--- src/rtl/akf_pkg.sv ---
// Shared types, register-file map, fixed-point helpers and the microcode ROM for the altitude filter.
package akf_pkg;

	// Item op codes
	localparam logic [1:0] OP_UPDATE    = 2'd0;
	localparam logic [1:0] OP_SET_VEL   = 2'd1;
	localparam logic [1:0] OP_RESET_COV = 2'd2;
	localparam logic [1:0] OP_NONE      = 2'd3;

	// Configuration register indexes (byte address = 4 * index)
	localparam logic [1:0] REG_BIAS_DECAY = 2'd0;
	localparam logic [1:0] REG_MEAS_NOISE = 2'd1;
	localparam logic [1:0] REG_PROC_ONE   = 2'd2;
	localparam logic [1:0] REG_PROC_TWO   = 2'd3;

	// Q16.16 constants
	localparam logic signed [31:0] FX_ONE     = 32'sd65536;
	localparam logic signed [31:0] FX_HUNDRED = 32'sd6553600;
	localparam logic signed [31:0] FX_MAX     = 32'sh7fffffff;
	localparam logic signed [31:0] FX_MIN     = 32'sh80000000;

	// Operand address map: bit 5 clear selects the register file,
	// bit 5 set selects configuration, item fields and constants.
	localparam logic [5:0] R_ALT  = 6'd0;
	localparam logic [5:0] R_VEL  = 6'd1;
	localparam logic [5:0] R_BIAS = 6'd2;
	localparam logic [5:0] R_C11  = 6'd3;
	localparam logic [5:0] R_C12  = 6'd4;
	localparam logic [5:0] R_C13  = 6'd5;
	localparam logic [5:0] R_C21  = 6'd6;
	localparam logic [5:0] R_C22  = 6'd7;
	localparam logic [5:0] R_C23  = 6'd8;
	localparam logic [5:0] R_C31  = 6'd9;
	localparam logic [5:0] R_C32  = 6'd10;
	localparam logic [5:0] R_C33  = 6'd11;
	localparam logic [5:0] R_T0   = 6'd12;
	localparam logic [5:0] R_T1   = 6'd13;
	localparam logic [5:0] R_F    = 6'd14;
	localparam logic [5:0] R_PV   = 6'd15;
	localparam logic [5:0] R_PA   = 6'd16;
	localparam logic [5:0] R_PB   = 6'd17;
	localparam logic [5:0] R_P11  = 6'd18;
	localparam logic [5:0] R_P12  = 6'd19;
	localparam logic [5:0] R_P13  = 6'd20;
	localparam logic [5:0] R_P21  = 6'd21;
	localparam logic [5:0] R_P22  = 6'd22;
	localparam logic [5:0] R_P23  = 6'd23;
	localparam logic [5:0] R_P31  = 6'd24;
	localparam logic [5:0] R_P32  = 6'd25;
	localparam logic [5:0] R_P33  = 6'd26;
	localparam logic [5:0] R_S    = 6'd27;
	localparam logic [5:0] R_OM   = 6'd27;  // shares S, which is dead once the gains exist
	localparam logic [5:0] R_K1   = 6'd28;
	localparam logic [5:0] R_K2   = 6'd29;
	localparam logic [5:0] R_K3   = 6'd30;
	localparam logic [5:0] R_E    = 6'd31;
	localparam logic [5:0] R_BETA    = 6'd32;
	localparam logic [5:0] R_RN      = 6'd33;
	localparam logic [5:0] R_Q1      = 6'd34;
	localparam logic [5:0] R_Q2      = 6'd35;
	localparam logic [5:0] R_Z       = 6'd36;
	localparam logic [5:0] R_ACC     = 6'd37;
	localparam logic [5:0] R_DT      = 6'd38;
	localparam logic [5:0] R_NEWV    = 6'd39;
	localparam logic [5:0] R_ONE     = 6'd40;
	localparam logic [5:0] R_HUNDRED = 6'd41;
	localparam logic [5:0] R_ZERO    = 6'd42;

	// Entries below this index hold filter state with a defined reset value
	localparam logic [4:0] RF_STATE = 5'd12;

	// Microcode entry points
	localparam logic [6:0] PC_UPDATE    = 7'd0;
	localparam logic [6:0] PC_SET_VEL   = 7'd74;
	localparam logic [6:0] PC_RESET_COV = 7'd75;

	typedef struct packed {
		logic [1:0]         op;
		logic signed [31:0] altitude_sample;
		logic signed [31:0] accel_sample;
		logic [16:0]        time_step;
		logic signed [31:0] new_velocity;
	} akf_in_t;

	typedef struct packed {
		logic signed [31:0] altitude_estimate;
		logic signed [31:0] velocity_estimate;
		logic signed [31:0] bias_estimate;
	} akf_out_t;

	typedef struct packed {
		logic signed [31:0] bias_decay;
		logic [30:0]        measurement_noise;
		logic [30:0]        process_noise_one;
		logic [30:0]        process_noise_two;
	} akf_cfg_t;

	typedef enum logic [1:0] {U_ADD, U_SUB, U_MUL, U_DIV} uop_kind_t;

	typedef struct packed {
		uop_kind_t  kind;
		logic [5:0] dst;
		logic [5:0] a;
		logic [5:0] b;
		logic       last;
	} uop_t;

	typedef enum logic [1:0] {WR_ALU, WR_MUL, WR_DIV} wr_src_t;

	// Controller to datapath
	typedef struct packed {
		logic       capture;
		logic       rd_en;
		logic [5:0] rd_a;
		logic [5:0] rd_b;
		logic       alu_sub;
		logic       mul_en;
		logic       div_start;
		logic       wr_en;
		wr_src_t    wr_src;
		logic [4:0] dst;
		logic       load_out;
	} akf_cmd_t;

	// Datapath to controller
	typedef struct packed {
		logic div_done;
	} akf_sts_t;

	function automatic logic signed [31:0] sat33(input logic signed [32:0] v);
		if (v[32] != v[31]) return v[32] ? FX_MIN : FX_MAX;
		return v[31:0];
	endfunction

	function automatic logic signed [31:0] sat48(input logic signed [47:0] v);
		if ((&v[47:31]) || !(|v[47:31])) return v[31:0];
		return v[47] ? FX_MIN : FX_MAX;
	endfunction

	// Reset value of a state entry: covariance diagonal is 100, all else zero
	function automatic logic signed [31:0] state_reset(input logic [3:0] idx);
		if (idx == R_C11[3:0] || idx == R_C22[3:0] || idx == R_C33[3:0]) return FX_HUNDRED;
		return '0;
	endfunction

	// Microcode: predict, gain, correct, covariance update; then the short programs
	function automatic uop_t uop_rom(input logic [6:0] pc);
		uop_t u;
		unique case (pc)
			// f = 1 + beta*dt
			7'd0:  u = '{U_MUL, R_T0, R_BETA, R_DT, 1'b0};
			7'd1:  u = '{U_ADD, R_F, R_ONE, R_T0, 1'b0};
			// predicted velocity, altitude, bias
			7'd2:  u = '{U_SUB, R_T0, R_ACC, R_BIAS, 1'b0};
			7'd3:  u = '{U_MUL, R_T0, R_T0, R_DT, 1'b0};
			7'd4:  u = '{U_ADD, R_PV, R_VEL, R_T0, 1'b0};
			7'd5:  u = '{U_MUL, R_T0, R_VEL, R_DT, 1'b0};
			7'd6:  u = '{U_ADD, R_PA, R_ALT, R_T0, 1'b0};
			7'd7:  u = '{U_MUL, R_PB, R_BIAS, R_F, 1'b0};
			// p11
			7'd8:  u = '{U_ADD, R_T0, R_C31, R_C13, 1'b0};
			7'd9:  u = '{U_MUL, R_T1, R_DT, R_C33, 1'b0};
			7'd10: u = '{U_ADD, R_T0, R_T0, R_T1, 1'b0};
			7'd11: u = '{U_MUL, R_T1, R_DT, R_Q1, 1'b0};
			7'd12: u = '{U_ADD, R_T0, R_T0, R_T1, 1'b0};
			7'd13: u = '{U_MUL, R_T0, R_DT, R_T0, 1'b0};
			7'd14: u = '{U_SUB, R_P11, R_C11, R_T0, 1'b0};
			// p12
			7'd15: u = '{U_SUB, R_T0, R_C11, R_C32, 1'b0};
			7'd16: u = '{U_MUL, R_T1, R_DT, R_C31, 1'b0};
			7'd17: u = '{U_SUB, R_T0, R_T0, R_T1, 1'b0};
			7'd18: u = '{U_MUL, R_T0, R_DT, R_T0, 1'b0};
			7'd19: u = '{U_ADD, R_P12, R_T0, R_C12, 1'b0};
			// p13
			7'd20: u = '{U_MUL, R_T0, R_DT, R_C33, 1'b0};
			7'd21: u = '{U_SUB, R_T0, R_C13, R_T0, 1'b0};
			7'd22: u = '{U_MUL, R_P13, R_F, R_T0, 1'b0};
			// p21
			7'd23: u = '{U_SUB, R_T0, R_C11, R_C23, 1'b0};
			7'd24: u = '{U_MUL, R_T1, R_DT, R_C13, 1'b0};
			7'd25: u = '{U_SUB, R_T0, R_T0, R_T1, 1'b0};
			7'd26: u = '{U_MUL, R_T0, R_DT, R_T0, 1'b0};
			7'd27: u = '{U_ADD, R_P21, R_T0, R_C21, 1'b0};
			// p22
			7'd28: u = '{U_MUL, R_T0, R_DT, R_C11, 1'b0};
			7'd29: u = '{U_ADD, R_T1, R_C21, R_C12, 1'b0};
			7'd30: u = '{U_ADD, R_T0, R_T0, R_T1, 1'b0};
			7'd31: u = '{U_MUL, R_T0, R_DT, R_T0, 1'b0};
			7'd32: u = '{U_ADD, R_P22, R_T0, R_C22, 1'b0};
			// p23
			7'd33: u = '{U_MUL, R_T0, R_DT, R_C13, 1'b0};
			7'd34: u = '{U_ADD, R_T0, R_C23, R_T0, 1'b0};
			7'd35: u = '{U_MUL, R_P23, R_F, R_T0, 1'b0};
			// p31
			7'd36: u = '{U_MUL, R_T0, R_DT, R_C33, 1'b0};
			7'd37: u = '{U_SUB, R_T0, R_C31, R_T0, 1'b0};
			7'd38: u = '{U_MUL, R_P31, R_F, R_T0, 1'b0};
			// p32
			7'd39: u = '{U_MUL, R_T0, R_DT, R_C31, 1'b0};
			7'd40: u = '{U_ADD, R_T0, R_C32, R_T0, 1'b0};
			7'd41: u = '{U_MUL, R_P32, R_F, R_T0, 1'b0};
			// p33
			7'd42: u = '{U_MUL, R_T0, R_F, R_F, 1'b0};
			7'd43: u = '{U_MUL, R_T0, R_T0, R_C33, 1'b0};
			7'd44: u = '{U_MUL, R_T1, R_DT, R_DT, 1'b0};
			7'd45: u = '{U_MUL, R_T1, R_T1, R_Q2, 1'b0};
			7'd46: u = '{U_ADD, R_P33, R_T0, R_T1, 1'b0};
			// innovation variance and gains
			7'd47: u = '{U_ADD, R_S, R_P22, R_RN, 1'b0};
			7'd48: u = '{U_DIV, R_K1, R_P12, R_S, 1'b0};
			7'd49: u = '{U_DIV, R_K2, R_P22, R_S, 1'b0};
			7'd50: u = '{U_DIV, R_K3, R_P32, R_S, 1'b0};
			// state correction
			7'd51: u = '{U_SUB, R_E, R_Z, R_PA, 1'b0};
			7'd52: u = '{U_MUL, R_T0, R_K1, R_E, 1'b0};
			7'd53: u = '{U_ADD, R_VEL, R_PV, R_T0, 1'b0};
			7'd54: u = '{U_MUL, R_T0, R_K2, R_E, 1'b0};
			7'd55: u = '{U_ADD, R_ALT, R_PA, R_T0, 1'b0};
			7'd56: u = '{U_MUL, R_T0, R_K3, R_E, 1'b0};
			7'd57: u = '{U_ADD, R_BIAS, R_PB, R_T0, 1'b0};
			// covariance update
			7'd58: u = '{U_SUB, R_OM, R_ONE, R_K2, 1'b0};
			7'd59: u = '{U_MUL, R_T0, R_K1, R_P21, 1'b0};
			7'd60: u = '{U_SUB, R_C11, R_P11, R_T0, 1'b0};
			7'd61: u = '{U_MUL, R_T0, R_K1, R_P22, 1'b0};
			7'd62: u = '{U_SUB, R_C12, R_P12, R_T0, 1'b0};
			7'd63: u = '{U_MUL, R_T0, R_K1, R_P23, 1'b0};
			7'd64: u = '{U_SUB, R_C13, R_P13, R_T0, 1'b0};
			7'd65: u = '{U_MUL, R_C21, R_P21, R_OM, 1'b0};
			7'd66: u = '{U_MUL, R_C22, R_P22, R_OM, 1'b0};
			7'd67: u = '{U_MUL, R_C23, R_P23, R_OM, 1'b0};
			7'd68: u = '{U_MUL, R_T0, R_K3, R_P21, 1'b0};
			7'd69: u = '{U_SUB, R_C31, R_P31, R_T0, 1'b0};
			7'd70: u = '{U_MUL, R_T0, R_K3, R_P22, 1'b0};
			7'd71: u = '{U_SUB, R_C32, R_P32, R_T0, 1'b0};
			7'd72: u = '{U_MUL, R_T0, R_K3, R_P23, 1'b0};
			7'd73: u = '{U_SUB, R_C33, R_P33, R_T0, 1'b1};
			// set velocity
			7'd74: u = '{U_ADD, R_VEL, R_NEWV, R_ZERO, 1'b1};
			// covariance reset
			7'd75: u = '{U_ADD, R_C11, R_HUNDRED, R_ZERO, 1'b0};
			7'd76: u = '{U_ADD, R_C12, R_ZERO, R_ZERO, 1'b0};
			7'd77: u = '{U_ADD, R_C13, R_ZERO, R_ZERO, 1'b0};
			7'd78: u = '{U_ADD, R_C21, R_ZERO, R_ZERO, 1'b0};
			7'd79: u = '{U_ADD, R_C22, R_HUNDRED, R_ZERO, 1'b0};
			7'd80: u = '{U_ADD, R_C23, R_ZERO, R_ZERO, 1'b0};
			7'd81: u = '{U_ADD, R_C31, R_ZERO, R_ZERO, 1'b0};
			7'd82: u = '{U_ADD, R_C32, R_ZERO, R_ZERO, 1'b0};
			7'd83: u = '{U_ADD, R_C33, R_HUNDRED, R_ZERO, 1'b1};
			default: u = '{U_ADD, R_T0, R_ZERO, R_ZERO, 1'b1};
		endcase
		return u;
	endfunction

endpackage

--- src/rtl/akf_ctrl.sv ---
// Controller: microcode sequencer and input/output handshake.
module akf_ctrl (
	input  logic              clk,
	input  logic              arst_n,
	input  logic              item_valid,
	output logic              item_stall,
	input  logic [1:0]        item_op,
	output logic              result_valid,
	input  logic              result_stall,
	output akf_pkg::akf_cmd_t cmd,
	input  akf_pkg::akf_sts_t sts
);

	typedef enum logic [2:0] {S_IDLE, S_READ, S_EXEC, S_MUL, S_DIV, S_FIN} state_t;

	state_t        state_q;
	logic [6:0]    pc_q;
	logic          out_valid_q;
	akf_pkg::uop_t uop;
	logic          accept;
	logic          out_free;

	assign uop        = akf_pkg::uop_rom(pc_q);
	assign item_stall = (state_q != S_IDLE);
	assign accept     = item_valid && !item_stall;
	assign out_free   = !out_valid_q || !result_stall;

	// Commands to the datapath
	always_comb begin
		cmd           = '0;
		cmd.capture   = accept;
		cmd.rd_en     = (state_q == S_READ);
		cmd.rd_a      = uop.a;
		cmd.rd_b      = uop.b;
		cmd.alu_sub   = (uop.kind == akf_pkg::U_SUB);
		cmd.dst       = uop.dst[4:0];
		cmd.mul_en    = (state_q == S_EXEC) && (uop.kind == akf_pkg::U_MUL);
		cmd.div_start = (state_q == S_EXEC) && (uop.kind == akf_pkg::U_DIV);
		cmd.wr_src    = akf_pkg::WR_ALU;
		if (state_q == S_EXEC && (uop.kind == akf_pkg::U_ADD || uop.kind == akf_pkg::U_SUB))
			cmd.wr_en = 1'b1;
		if (state_q == S_MUL) begin
			cmd.wr_en  = 1'b1;
			cmd.wr_src = akf_pkg::WR_MUL;
		end
		if (state_q == S_DIV) begin
			cmd.wr_en  = sts.div_done;
			cmd.wr_src = akf_pkg::WR_DIV;
		end
		cmd.load_out  = (state_q == S_FIN) && out_free;
	end

	// Sequencer
	always_ff @(posedge clk or negedge arst_n) begin
		if (!arst_n) begin
			state_q     <= S_IDLE;
			pc_q        <= '0;
			out_valid_q <= 1'b0;
		end else begin
			if (cmd.load_out) out_valid_q <= 1'b1;
			else if (out_valid_q && !result_stall) out_valid_q <= 1'b0;

			if (cmd.wr_en) begin
				if (uop.last) state_q <= S_FIN;
				else begin
					pc_q    <= pc_q + 7'd1;
					state_q <= S_READ;
				end
			end else begin
				unique case (state_q)
					S_IDLE: begin
						if (accept) begin
							unique case (item_op)
								akf_pkg::OP_UPDATE: begin
									pc_q    <= akf_pkg::PC_UPDATE;
									state_q <= S_READ;
								end
								akf_pkg::OP_SET_VEL: begin
									pc_q    <= akf_pkg::PC_SET_VEL;
									state_q <= S_READ;
								end
								akf_pkg::OP_RESET_COV: begin
									pc_q    <= akf_pkg::PC_RESET_COV;
									state_q <= S_READ;
								end
								default: state_q <= S_FIN;
							endcase
						end
					end
					S_READ: state_q <= S_EXEC;
					S_EXEC: begin
						if (uop.kind == akf_pkg::U_MUL) state_q <= S_MUL;
						else if (uop.kind == akf_pkg::U_DIV) state_q <= S_DIV;
					end
					S_MUL: state_q <= S_MUL;
					S_DIV: state_q <= S_DIV;
					S_FIN: if (out_free) state_q <= S_IDLE;
					default: state_q <= S_IDLE;
				endcase
			end
		end
	end

	assign result_valid = out_valid_q;

endmodule

--- config.mk ---
export PLATFORM = sky130hd
export DESIGN_NAME = akf_ctrl
export DESIGN_NICKNAME = d
export VERILOG_FILES = /design/src/rtl/akf_pkg.sv /design/src/rtl/akf_ctrl.sv
export SDC_FILE = /design/constraint.sdc
export NUM_CORES = 1
export LEC_CHECK = 0
export CAP_MARGIN = 10
export CORE_MARGIN = 1
export CORE_UTILIZATION = 65
export DETAILED_ROUTE_END_ITERATION = 8
export DONT_BUFFER_PORTS = 1
export PLACE_DENSITY = 0.85
export SETUP_SLACK_MARGIN = 0.5
export SLEW_MARGIN = 20
export SYNTH_ARGS = -nofsm -noshare
export SYNTH_HDL_FRONTEND = slang
export SYNTH_SLANG_ARGS = --single-unit
--- constraint.sdc ---
create_clock -name clk -period 5.1 [get_ports clk]
set_input_delay 0.255 -clock clk [delete_from_list [all_inputs] [get_ports clk]]
set_output_delay 0.255 -clock clk [all_outputs]
set_load 0.005 [all_outputs]
==> results of run 1 <==
cells by family after synthesis:
kind of cell,count (synthesis),synth area share (%)
simple gates,165,28.46
compound gates,160,39.63
buf+inv,58,8.998
fa+ha+maj,19,8.422
flops,11,9.752
mux,10,4.743
cell usage after synthesis, types with 3 or more instances:
cell / number
sky130_fd_sc_hd__nand2_1: 47
sky130_fd_sc_hd__nor2_1: 43
sky130_fd_sc_hd__a21oi_1: 40
sky130_fd_sc_hd__clkbuf_1: 23
sky130_fd_sc_hd__o21ai_0: 22
sky130_fd_sc_hd__ha_1: 19
sky130_fd_sc_hd__inv_1: 17
sky130_fd_sc_hd__nor3_1: 17
sky130_fd_sc_hd__a211oi_1: 15
sky130_fd_sc_hd__and2_1: 12
sky130_fd_sc_hd__dfrtp_1: 11
sky130_fd_sc_hd__nor2b_1: 11
sky130_fd_sc_hd__nand2b_1: 9
sky130_fd_sc_hd__o22ai_1: 9
sky130_fd_sc_hd__a31oi_1: 8
sky130_fd_sc_hd__buf_2: 8
sky130_fd_sc_hd__nand3_1: 8
sky130_fd_sc_hd__o31ai_1: 6
sky130_fd_sc_hd__a221oi_1: 5
sky130_fd_sc_hd__o21a_1: 5
sky130_fd_sc_hd__a21o_1: 4
sky130_fd_sc_hd__a311oi_1: 4
sky130_fd_sc_hd__and3_1: 4
sky130_fd_sc_hd__buf_1: 4
sky130_fd_sc_hd__mux2i_1: 4
sky130_fd_sc_hd__o32ai_1: 4
sky130_fd_sc_hd__buf_4: 3
sky130_fd_sc_hd__o211ai_1: 3
sky130_fd_sc_hd__o21ai_1: 3
sky130_fd_sc_hd__o311ai_0: 3
sky130_fd_sc_hd__o32a_1: 3
power by group through the flow:
stage                     registers, uW  clock network, uW  logic, uW
after global routing                307               97.0       1970
after global placement              284                  0       1730
after floorplan                     163                  0       1440
final                               304               93.4       1860
after CTS                           290               91.8       1740
after detailed placement            291                  0       1730
flip-flops by register name, indices dropped and copies added, names as in the netlist:
register / count
pc_q: 7
result_valid: 1
state_q: 3
through the flow:
stage / total power [uW] / util [%] / hold slack, ps / setup WS, ps / area [um^2]
after floorplan: 1604 / - / -40.59 / 2253 / 2823
after global placement: 2016 / 67.54 / -40.41 / 2016 / 2760
after detailed placement: 2019 / 67.54 / -40.43 / 1931 / 2760
after CTS: 2125 / 68.89 / 139.6 / 1730 / 2815
after global routing: 2379 / 68.89 / 137.8 / 1411 / 2815
final: 2257 / 68.89 / 128.8 / 1643 / 2815
critical path: cells and delay by family (launching register included):
kind	cells	cell delay (ps)
DFF	1	690
AOI/OAI and AO/OA	2	380
buffers and inverters	2	400
and+or+nand+nor	3	1070
adders and majority gates	1	420
routing by layer:
layer  track usage (%)  share of wire (%)  vias up
met5                 0                  0        -
met1             59.78                 35     1552
met4             32.29                7.3        0
li1                  -                  -     1512
met2             70.30                 42      370
met3             22.00                 16       95
timing repair:
item | in CTS | in global routing
buffers inserted | 0 | 0
endpoints found under the hold margin | 11 | 0
hold buffers | 1 | 0
gates resized for setup | 0 | 0
area by class of cell:
| class | count | area share, % |
|---|---|---|
| clock buffers | 4 | 1.600 |
| inverters | 18 | 2.400 |
| multi-input cells | 354 | 81.47 |
| flip-flops and latches | 11 | 9.822 |
| well taps | 50 | 2.222 |
| repair buffers | 9 | 2.489 |
path summary, 6_finish.rpt:
check	start	end	slack, ps
worst max register to register	pc_q[0]$_DFFE_PN0P_	pc_q[3]$_DFFE_PN0P_	1810
worst min register to register	pc_q[5]$_DFFE_PN0P_	pc_q[5]$_DFFE_PN0P_	480
worst max-delay path	pc_q[0]$_DFFE_PN0P_	cmd[8]	1640
min in group asynchronous	arst_n	pc_q[6]$_DFFE_PN0P_	440
worst min-delay path	result_stall	result_valid$_DFFE_PN0P_	130
max in group asynchronous	arst_n	pc_q[3]$_DFFE_PN0P_	4250
==> summary.txt, run 1 <==
Power
  – Switching power: roughly 1400 uW
  – Sw frac: around 63%
  – Share of total power in combinational logic: 82.4%
  – Highest ir drop seen on vdd: around 0.58 mV
  – Static Leak: 0.001115 uW
  – Power density over cell area: ~800 nW/um^2
  – Part of the total power dissipated in the clock network: 4.1%
  – Int Power: around 840 uW
  – Relative contribution of sequential cells to total power: 13.5%

STA
  – F_max: 289.2 MHz
  – Worst Skew: about 1.5 ps
  – Crit path time final: about 3500 ps
  – Least-Margin Pin Slew: about 1000 ps
  – Setup repair after global routing missed its margin: false
  – Portion of the clock cycle consumed by the worst path in the final layout: 67.79%
  – Number of failing setup endpoints in the final timing report: 0
  – Total count of hold-check failures in the final report: 0
  – Tightest slew margin relative to the limit: 33.52%
  – Setup_tns: 0 ps
  – Final max-slew violation count: 0

Route
  – Post-Route WL: roughly 11000 um
  – Total number of vias: ~3500
  – Initial DRT Pass Iterations: 8
  – Post-detailed-route via-to-cell ratio: a little under 8
  – Antenna viol nets, final: 0
  – Initial detailed-routing violation count: between 800 and 900
  – DRC errors left: 0
  – Average detailed-routed wire length per instance: between 20 and 25 um

Final layout
  – Layout overhead on the synthesized area: -0.2660%
  – Final-stage net count: 423
  – # diodes: 0
  – Final cell count without fillers: approximately 450
  – Most common library cell in the layout ignoring fill and taps: sky130_fd_sc_hd__nand2_1
  – Most used cells in the layout excluding fill and tap cells: sky130_fd_sc_hd__nand2_1 (47), sky130_fd_sc_hd__nor2_1 (43), sky130_fd_sc_hd__a21oi_1 (40)
  – Area of the multi-input gates: ~2300 um^2
  – Total of fill cells in the finished design: approximately 350
  – Share of post-route cells with drive strength above 1: roughly 7.6%
  – Sequential cell area: 276.5 um^2

Place
  – Port bufs: 0
  – Final Wtd Congestion: ~1.1
  – Cells after DPL: ~440
  – Half-perimeter wire length of the detailed placement result: 7537 um

Floorplanning
  – Number of core rows: 23
  – Starting density of the core: between 60% and 70%
  – Area of the core: between 4000 and 5000 um^2
  – Die Width: roughly 68 um
  – I/O pins: 35
  – Die span in y: just under 70 um
  – Full die area: about 4600 um^2

Setup path
  – Slowest cell on crit path: sky130_fd_sc_hd__dfrtp_1
  – Crit path max fanout: 18
  – Worst Path Class, Setup: flip-flop to primary output
  – Worst-path cell chain: inv_1 -> ha_1 -> nor3_1 -> o32a_1 -> a311oi_4 -> nor4_1 -> nor2_1 -> inv_1
  – Slowest Stage Delay on Critical Path: approximately 690 ps
  – Critical Path Source Type: flip-flop
  – Most Frequent Cell on Critical Path: sky130_fd_sc_hd__inv_1
  – Worst Path Arrival: approximately 3200 ps
  – Category of the worst setup path capture point: primary output
  – Depth of the worst register-to-register path: 8
  – Required @ worst endpoint: 4850 ps

Synthesis
  – Ys async rst share: between 90% and 100%
  – Post-synthesis average cell area: 6.673 um^2
  – Gate count after technology mapping: between 400 and 500
  – Main area contributors after synthesis: sky130_fd_sc_hd__dfrtp_1 (9.8%), sky130_fd_sc_hd__ha_1 (8.4%), sky130_fd_sc_hd__a21oi_1 (7.1%), sky130_fd_sc_hd__nand2_1 (6.3%), sky130_fd_sc_hd__nor2_1 (5.7%)
  – Cell type with the largest total area after synthesis: sky130_fd_sc_hd__dfrtp_1
  – Number of flops mapped to enable cells by yosys: 0
  – Synth Flop Type: sky130_fd_sc_hd__dfrtp_1
  – Syn. warnings: 0
  – Sequential-to-total area share from yosys stat: under 10%
  – Post-synth design cell area: approximately 2800 um^2
  – Flip-flop and latch count after synthesis: 11
  – Number of library cell types mapped by synthesis: 70
  – Mapped Nets: approximately 450
  – Top-area cell type share of the netlist area: between 9 and 10%

Clock tree
  – Clock sinks: 11
  – CTS root buffer: sky130_fd_sc_hd__clkbuf_8
  – Clock Latency Late Sink: ~250 ps
  – Maximum root-to-sink buffer count: 2
  – Clock transition at the register clock pins on the worst setup and hold paths after CTS: 60 ps
  – Clock tree from TritonCTS: yes
  – Number of buffers inserted during clock tree synthesis: 3
  – H-tree lvl count: 1

Global route
  – First-pass GRT wire length: around 17000 um
  – Antenna violations before repair: 0
  – Number of global-route vias before repair: about 3100
  – Largest net degree at the start of global routing: 53
  – Total GRT Usage: between 40% and 50%
  – Global route total overflow: 0

Hold path
  – Hold Crit Depth: 2
  – Worst hold path type: primary input to flip-flop

Status
  – Result of the run: completed

Flow run
  – Max-capacitance violation count: 0
Power figures use the tool's default switching activity.
==> inputs of run 2 (changes only) <==
clock period = 3.2 ns   (was 5.1 ns; I/O delays follow)
==> summary.txt, run 2 (synthesized netlist as in run 1, its figures left out) <==
STA
  – Crit path time final: 2727 ps
  – Least-Margin Pin Slew: between 700 and 800 ps
  – Number of failing setup endpoints in the final timing report: 0
  – Total count of hold-check failures in the final report: 0
  – Final max-slew violation count: 0
  – Setup repair after global routing missed its margin: true
  – F_max: about 370 MHz
  – Setup_tns: 0 ps
  – Portion of the clock cycle consumed by the worst path in the final layout: between 80% and 90%
  – Worst Skew: 3.893 ps
  – Tightest slew margin relative to the limit: 47.68%

Clock tree
  – Clock Latency Late Sink: 250 ps
  – Clock sinks: 11
  – H-tree lvl count: 1
  – Clock tree from TritonCTS: yes
  – CTS root buffer: sky130_fd_sc_hd__clkbuf_8
  – Number of buffers inserted during clock tree synthesis: 3
  – Maximum root-to-sink buffer count: 2
  – Clock transition at the register clock pins on the worst setup and hold paths after CTS: ~60 ps

Power
  – Share of total power in combinational logic: slightly below 90%
  – Highest ir drop seen on vdd: about 0.86 mV
  – Sw frac: between 50% and 60%
  – Relative contribution of sequential cells to total power: 8.8%
  – Static Leak: about 0.0012 uW
  – Power density over cell area: roughly 1300 nW/um^2
  – Part of the total power dissipated in the clock network: 3.8%
  – Int Power: around 1600 uW
  – Switching power: ~2300 uW

Global route
  – Total GRT Usage: 47.59%
  – Number of global-route vias before repair: 3088
  – First-pass GRT wire length: 16200 um
  – Global route total overflow: 0
  – Antenna violations before repair: 0
  – Largest net degree at the start of global routing: just under 50

Setup path
  – Category of the worst setup path capture point: primary output
  – Critical path launch point: pc_q[1]$_DFFE_PN0P_
  – Required @ worst endpoint: about 3000 ps
  – Crit path max fanout: 6
  – RR Startpoint: pc_q[1]$_DFFE_PN0P_
  – Critical Path Source Type: flip-flop
  – Worst Path Class, Setup: flip-flop to primary output
  – Worst Path Arrival: ~2600 ps

Final layout
  – Final design area excluding fillers: roughly 3100 um^2
  – Layout overhead on the synthesized area: 10.15%
  – Area of the multi-input gates: between 2000 and 2500 um^2
  – Largest register FFs: 7
  – Share of post-route cells with drive strength above 1: 16.39%
  – Most used cells in the layout excluding fill and tap cells: sky130_fd_sc_hd__nand2_1 (47), sky130_fd_sc_hd__nor2_1 (42), sky130_fd_sc_hd__a21oi_1 (40)
  – Sequential cell area: ~280 um^2
  – Most common library cell in the layout ignoring fill and taps: sky130_fd_sc_hd__nand2_1
  – Final-stage net count: between 400 and 500
  – # diodes: 0
  – Register name with the most flops: pc_q
  – Total of fill cells in the finished design: 315

Floorplanning
  – Area of the core: ~4100 um^2
  – Die Width: just under 70 um
  – Die span in y: approximately 68 um
  – I/O pins: 35
  – Full die area: approximately 4600 um^2
  – Number of core rows: 23
  – Starting density of the core: around 69%

Place
  – Half-perimeter wire length of the detailed placement result: 7556 um
  – Total cell area at the placement stage: about 2900 um^2
  – Final Wtd Congestion: ~1.1
  – Port bufs: 0

Flow run
  – Max-capacitance violation count: 0

Route
  – Total number of vias: approximately 3700
  – Initial detailed-routing violation count: around 840
  – Antenna viol nets, final: 0
  – Average detailed-routed wire length per instance: roughly 23 um
  – Post-Route WL: roughly 11000 um
  – DRC errors left: 0
  – Initial DRT Pass Iterations: 9
  – Post-detailed-route via-to-cell ratio: roughly 7.8

Hold path
  – Worst hold path type: primary input to flip-flop
  – Min-delay src: result_stall

Status
  – Result of the run: completed
run 2: changes by cell type in the layout (fill, tap and decap cells not counted), moves of 2 or more:
| cell | previous run | this run |
|---|---|---|
| sky130_fd_sc_hd__clkinvlp_4 | 0 | 2 |
| sky130_fd_sc_hd__nor4_1 | 2 | 0 |
| sky130_fd_sc_hd__inv_1 | 17 | 15 |
| sky130_fd_sc_hd__ha_4 | 0 | 2 |
| sky130_fd_sc_hd__dfrtp_1 | 10 | 7 |
| sky130_fd_sc_hd__ha_1 | 19 | 16 |
| sky130_fd_sc_hd__dfrtp_2 | 1 | 3 |
| sky130_fd_sc_hd__buf_4 | 8 | 32 |
run 2: through the flow:
stage / cells / setup WS, ps / total power (uW) / util (%) / hold WS [ps]
after detailed placement: 459 / 428.6 / 3347 / 70.91 / -135.3
after floorplan: 423 / 508.3 / 2566 / - / -135.6
after global placement: 459 / 495.3 / 3330 / 70.91 / -135.2
after CTS: 464 / 515.2 / 3530 / 72.50 / 23.21
final: 471 / 473.1 / 3940 / 76.09 / 21.28
after global routing: 471 / 429.9 / 4158 / 76.09 / 31.97
run 2: final timing paths:
check,slack (ps),to,depth (start not counted)
max in group asynchronous,2420,pc_q[2]$_DFFE_PN0P_,1
min in group asynchronous,340,state_q[1]$_DFFE_PN0P_,1
hold reg to reg,540,result_valid$_DFFE_PN0P_,2
setup reg to reg,510,pc_q[2]$_DFFE_PN0P_,10
setup / recovery,470,cmd[9],10
hold / removal,20,result_valid$_DFFE_PN0P_,2
run 2: final cells by class:
cell class | count | share of cell area, %
Clock buffer | 4 | 1.449
Timing Repair Buffer | 34 | 8.410
Inverter | 18 | 2.414
Tap cell | 50 | 2.012
Multi-Input combinational cell | 354 | 76.62
Sequential cell | 11 | 9.095
run 2: power by group through the flow:
stage	Combinational, uW	Sequential (uW)	Clock (uW)
3_5_place_dp	3020	330	0
3_3_place_gp	3010	323	0
6_report	3450	345	150
4_1_cts	3050	328	151
2_1_floorplan	2300	262	0
5_1_grt	3650	352	155
run 2: metal layers:
layer	global-route usage [%]	vias up	wire length [um]
li1	-	1571	-
met1	60.06	1628	3918
met2	69.93	358	4650
met3	14.33	97	1539
met4	30.21	0	731
met5	0	-	0
run 2: worst max-delay path: stages (launching register included):
cell and delay (ps):
sky130_fd_sc_hd__dfrtp_2 390, sky130_fd_sc_hd__clkinvlp_4 160, sky130_fd_sc_hd__buf_4 190, sky130_fd_sc_hd__ha_1 300, sky130_fd_sc_hd__mux2_4 320, sky130_fd_sc_hd__nand3_1 150, sky130_fd_sc_hd__a311oi_4 120, sky130_fd_sc_hd__buf_6 160
sky130_fd_sc_hd__nor3_4 290, sky130_fd_sc_hd__nor2_1 70, sky130_fd_sc_hd__and3_1 190
run 2: what timing repair did:
item | in CTS | in global routing
pin swaps | 0 | 3
resized for setup | 3 | 17
cloned | 0 | 0
setup endpoints to repair | 15 | 18
hold buffers | 1 | 0
buffers inserted | 0 | 7
hold endpoints to repair | 11 | 0
==> inputs of run 3 (changes only) <==
==> constraint.sdc (replaced) <==
create_clock -name clk -period 3.2 [get_ports clk]
set_input_delay 0.32 -clock clk [delete_from_list [all_inputs] [get_ports clk]]
set_output_delay 0.32 -clock clk [all_outputs]
set_load 0.005 [all_outputs]
==> summary.txt, run 3 (synthesized netlist as in run 1, its figures left out) <==
Status
  – Result of the run: completed

Setup path
  – Worst Path Class, Setup: flip-flop to primary output
  – Worst-path cell chain: clkinvlp_4 -> buf_4 -> ha_1 -> nand2_2 -> nand4_1 -> o211ai_4 -> nor3_4 -> nor2_1 -> and3_1
  – Slowest Stage Delay on Critical Path: approximately 410 ps
  – Slowest cell on crit path: sky130_fd_sc_hd__dfrtp_2
  – Critical Path Source Type: flip-flop
  – Worst Path Arrival: ~2600 ps
  – Required @ worst endpoint: between 2000 and 3000 ps
  – Category of the worst setup path capture point: primary output
  – Crit path max fanout: 6

STA
  – Tightest slew margin relative to the limit: approximately 52%
  – F_max: approximately 340 MHz
  – Portion of the clock cycle consumed by the worst path in the final layout: between 90% and 100%
  – Worst Skew: roughly 11 ps
  – Setup repair after global routing missed its margin: true
  – Number of failing setup endpoints in the final timing report: 0
  – Crit path time final: slightly below 3000 ps
  – Total count of hold-check failures in the final report: 0
  – Least-Margin Pin Slew: ~710 ps
  – Setup_tns: 0 ps
  – Final max-slew violation count: 0

Place
  – Port bufs: 0
  – Final Wtd Congestion: between 1 and 1.5
  – Total cell area at the placement stage: between 2000 and 3000 um^2
  – Half-perimeter wire length of the detailed placement result: approximately 7600 um
  – Cells after DPL: roughly 450

Global route
  – Largest net degree at the start of global routing: 53
  – First-pass GRT wire length: approximately 18000 um
  – Antenna violations before repair: 0
  – Total GRT Usage: a little over half
  – Global route total overflow: 0
  – Number of global-route vias before repair: between 3000 and 4000

Final layout
  – Most used cells in the layout excluding fill and tap cells: sky130_fd_sc_hd__nand2_1 (45), sky130_fd_sc_hd__buf_4 (41), sky130_fd_sc_hd__nor2_1 (39)
  – Largest register FFs: 7
  – # diodes: 0
  – Total of fill cells in the finished design: between 200 and 250
  – Share of post-route cells with drive strength above 1: between 20 and 30%
  – Most common library cell in the layout ignoring fill and taps: sky130_fd_sc_hd__nand2_1
  – Final core occ: between 80% and 90%
  – Area of the multi-input gates: 2486 um^2
  – Final cell count without fillers: ~490
  – Layout overhead on the synthesized area: 21.45%
  – Sequential cell area: ~280 um^2
  – Final-stage net count: 468
  – Register name with the most flops: pc_q
  – Final design area excluding fillers: between 3000 and 4000 um^2

Route
  – Initial detailed-routing violation count: ~1100
  – Antenna viol nets, final: 0
  – Total number of vias: around 4100
  – DRC errors left: 0
  – Post-Route WL: around 13000 um
  – Initial DRT Pass Iterations: 8
  – Post-detailed-route via-to-cell ratio: around 8.4
  – Average detailed-routed wire length per instance: 27.44 um

Clock tree
  – Clock transition at the register clock pins on the worst setup and hold paths after CTS: approximately 70 ps
  – Clock sinks: 11
  – Number of buffers inserted during clock tree synthesis: 3
  – Clock Latency Late Sink: between 200 and 300 ps
  – H-tree lvl count: 1
  – CTS root buffer: sky130_fd_sc_hd__clkbuf_8
  – Clock tree from TritonCTS: yes
  – Maximum root-to-sink buffer count: 2

Floorplanning
  – Die Width: 67.90 um
  – Die span in y: just under 70 um
  – Full die area: about 4600 um^2
  – Area of the core: just over 4000 um^2
  – Number of core rows: 23
  – I/O pins: 35
  – Starting density of the core: ~70%

Flow run
  – Max-capacitance violation count: 0

Power
  – Static Leak: around 0.0014 uW
  – Highest ir drop seen on vdd: slightly above 0.9 mV
  – Power density over cell area: approximately 1400 nW/um^2

Hold path
  – Worst hold path type: primary input to flip-flop
==> run 3: cell count changes in the layout (fill, tap and decap cells not counted), moves of 3 or more <==
cell	before	now
sky130_fd_sc_hd__nor2_2	1	4
sky130_fd_sc_hd__nor2_1	42	39
sky130_fd_sc_hd__buf_6	1	9
sky130_fd_sc_hd__nor2b_1	11	6
sky130_fd_sc_hd__buf_4	32	41
sky130_fd_sc_hd__nor2b_2	0	3
==> run 3: metrics by stage <==
step | total power [uW] | hold slack, ps | setup slack, ps
finish | 4636 | 190.0 | 299.8
global route | 4791 | 198.4 | 296.5
CTS | 3760 | 189.5 | 490.9
detailed placement | 3296 | 24.65 | 478.4
global placement | 3262 | 24.72 | 534.2
floorplan | 2566 | 24.41 | 508.3
==> run 3: critical path, delay by kind of cell, from the launching register on <==
family | cells | cell delay, ps
AOI/OAI and AO/OA | 1 | 280
adders and majority gates | 1 | 260
buffers and inverters | 2 | 480
DFF | 1 | 410
and+or+nand+nor | 5 | 900
==> run 3: area by class of cell <==
type / count / area share (%)
clock buffers: 4 / 1.314
inverters: 18 / 2.336
multi-input cells: 354 / 72.52
flip-flops and latches: 11 / 8.175
well taps: 50 / 1.825
repair buffers: 54 / 13.83
==> run 3: final timing paths <==
check,end,cells past startpoint,slack [ps],from
min in group asynchronous,pc_q[3]$_DFFE_PN0P_,1,510,arst_n
max in group asynchronous,pc_q[1]$_DFFE_PN0P_,1,2270,arst_n
worst max-delay path,cmd[9],9,300,pc_q[1]$_DFFE_PN0P_
worst max register to register,pc_q[3]$_DFFE_PN0P_,10,330,pc_q[1]$_DFFE_PN0P_
worst min-delay path,result_valid$_DFFE_PN0P_,2,190,result_stall
worst min register to register,result_valid$_DFFE_PN0P_,2,540,result_valid$_DFFE_PN0P_
==> run 3: repair_timing <==
| item | 4_1_cts | 5_1_grt |
|---|---|---|
| hold buffers | 1 | 0 |
| endpoints found under the hold margin | 11 | 0 |
| setup endpoints to repair | 12 | 24 |
| pin swaps | 5 | 10 |
| setup buffers | 20 | 13 |
| gates resized for setup | 17 | 45 |
==> run 3: power by group <==
group | total [uW] | internal, uW | switching [uW] | leakage, uW
sequential | 363 | 202 | 161 | 0.000135
clock | 154 | 88.1 | 65.5 | 0.0000228
combinational | 4120 | 1630 | 2490 | 0.00121
total | 4640 | 1920 | 2720 | 0.00137
==> run 3: per-layer routing <==
metal	share of wire, %	wire, um	GRT usage, %	vias up
li1	-	-	-	1608
met1	32	4266	64.09	1794
met2	39	5273	77.35	506
met3	18	2389	24.83	203
met4	11	1542	39.58	0
met5	0	0	5.000	-
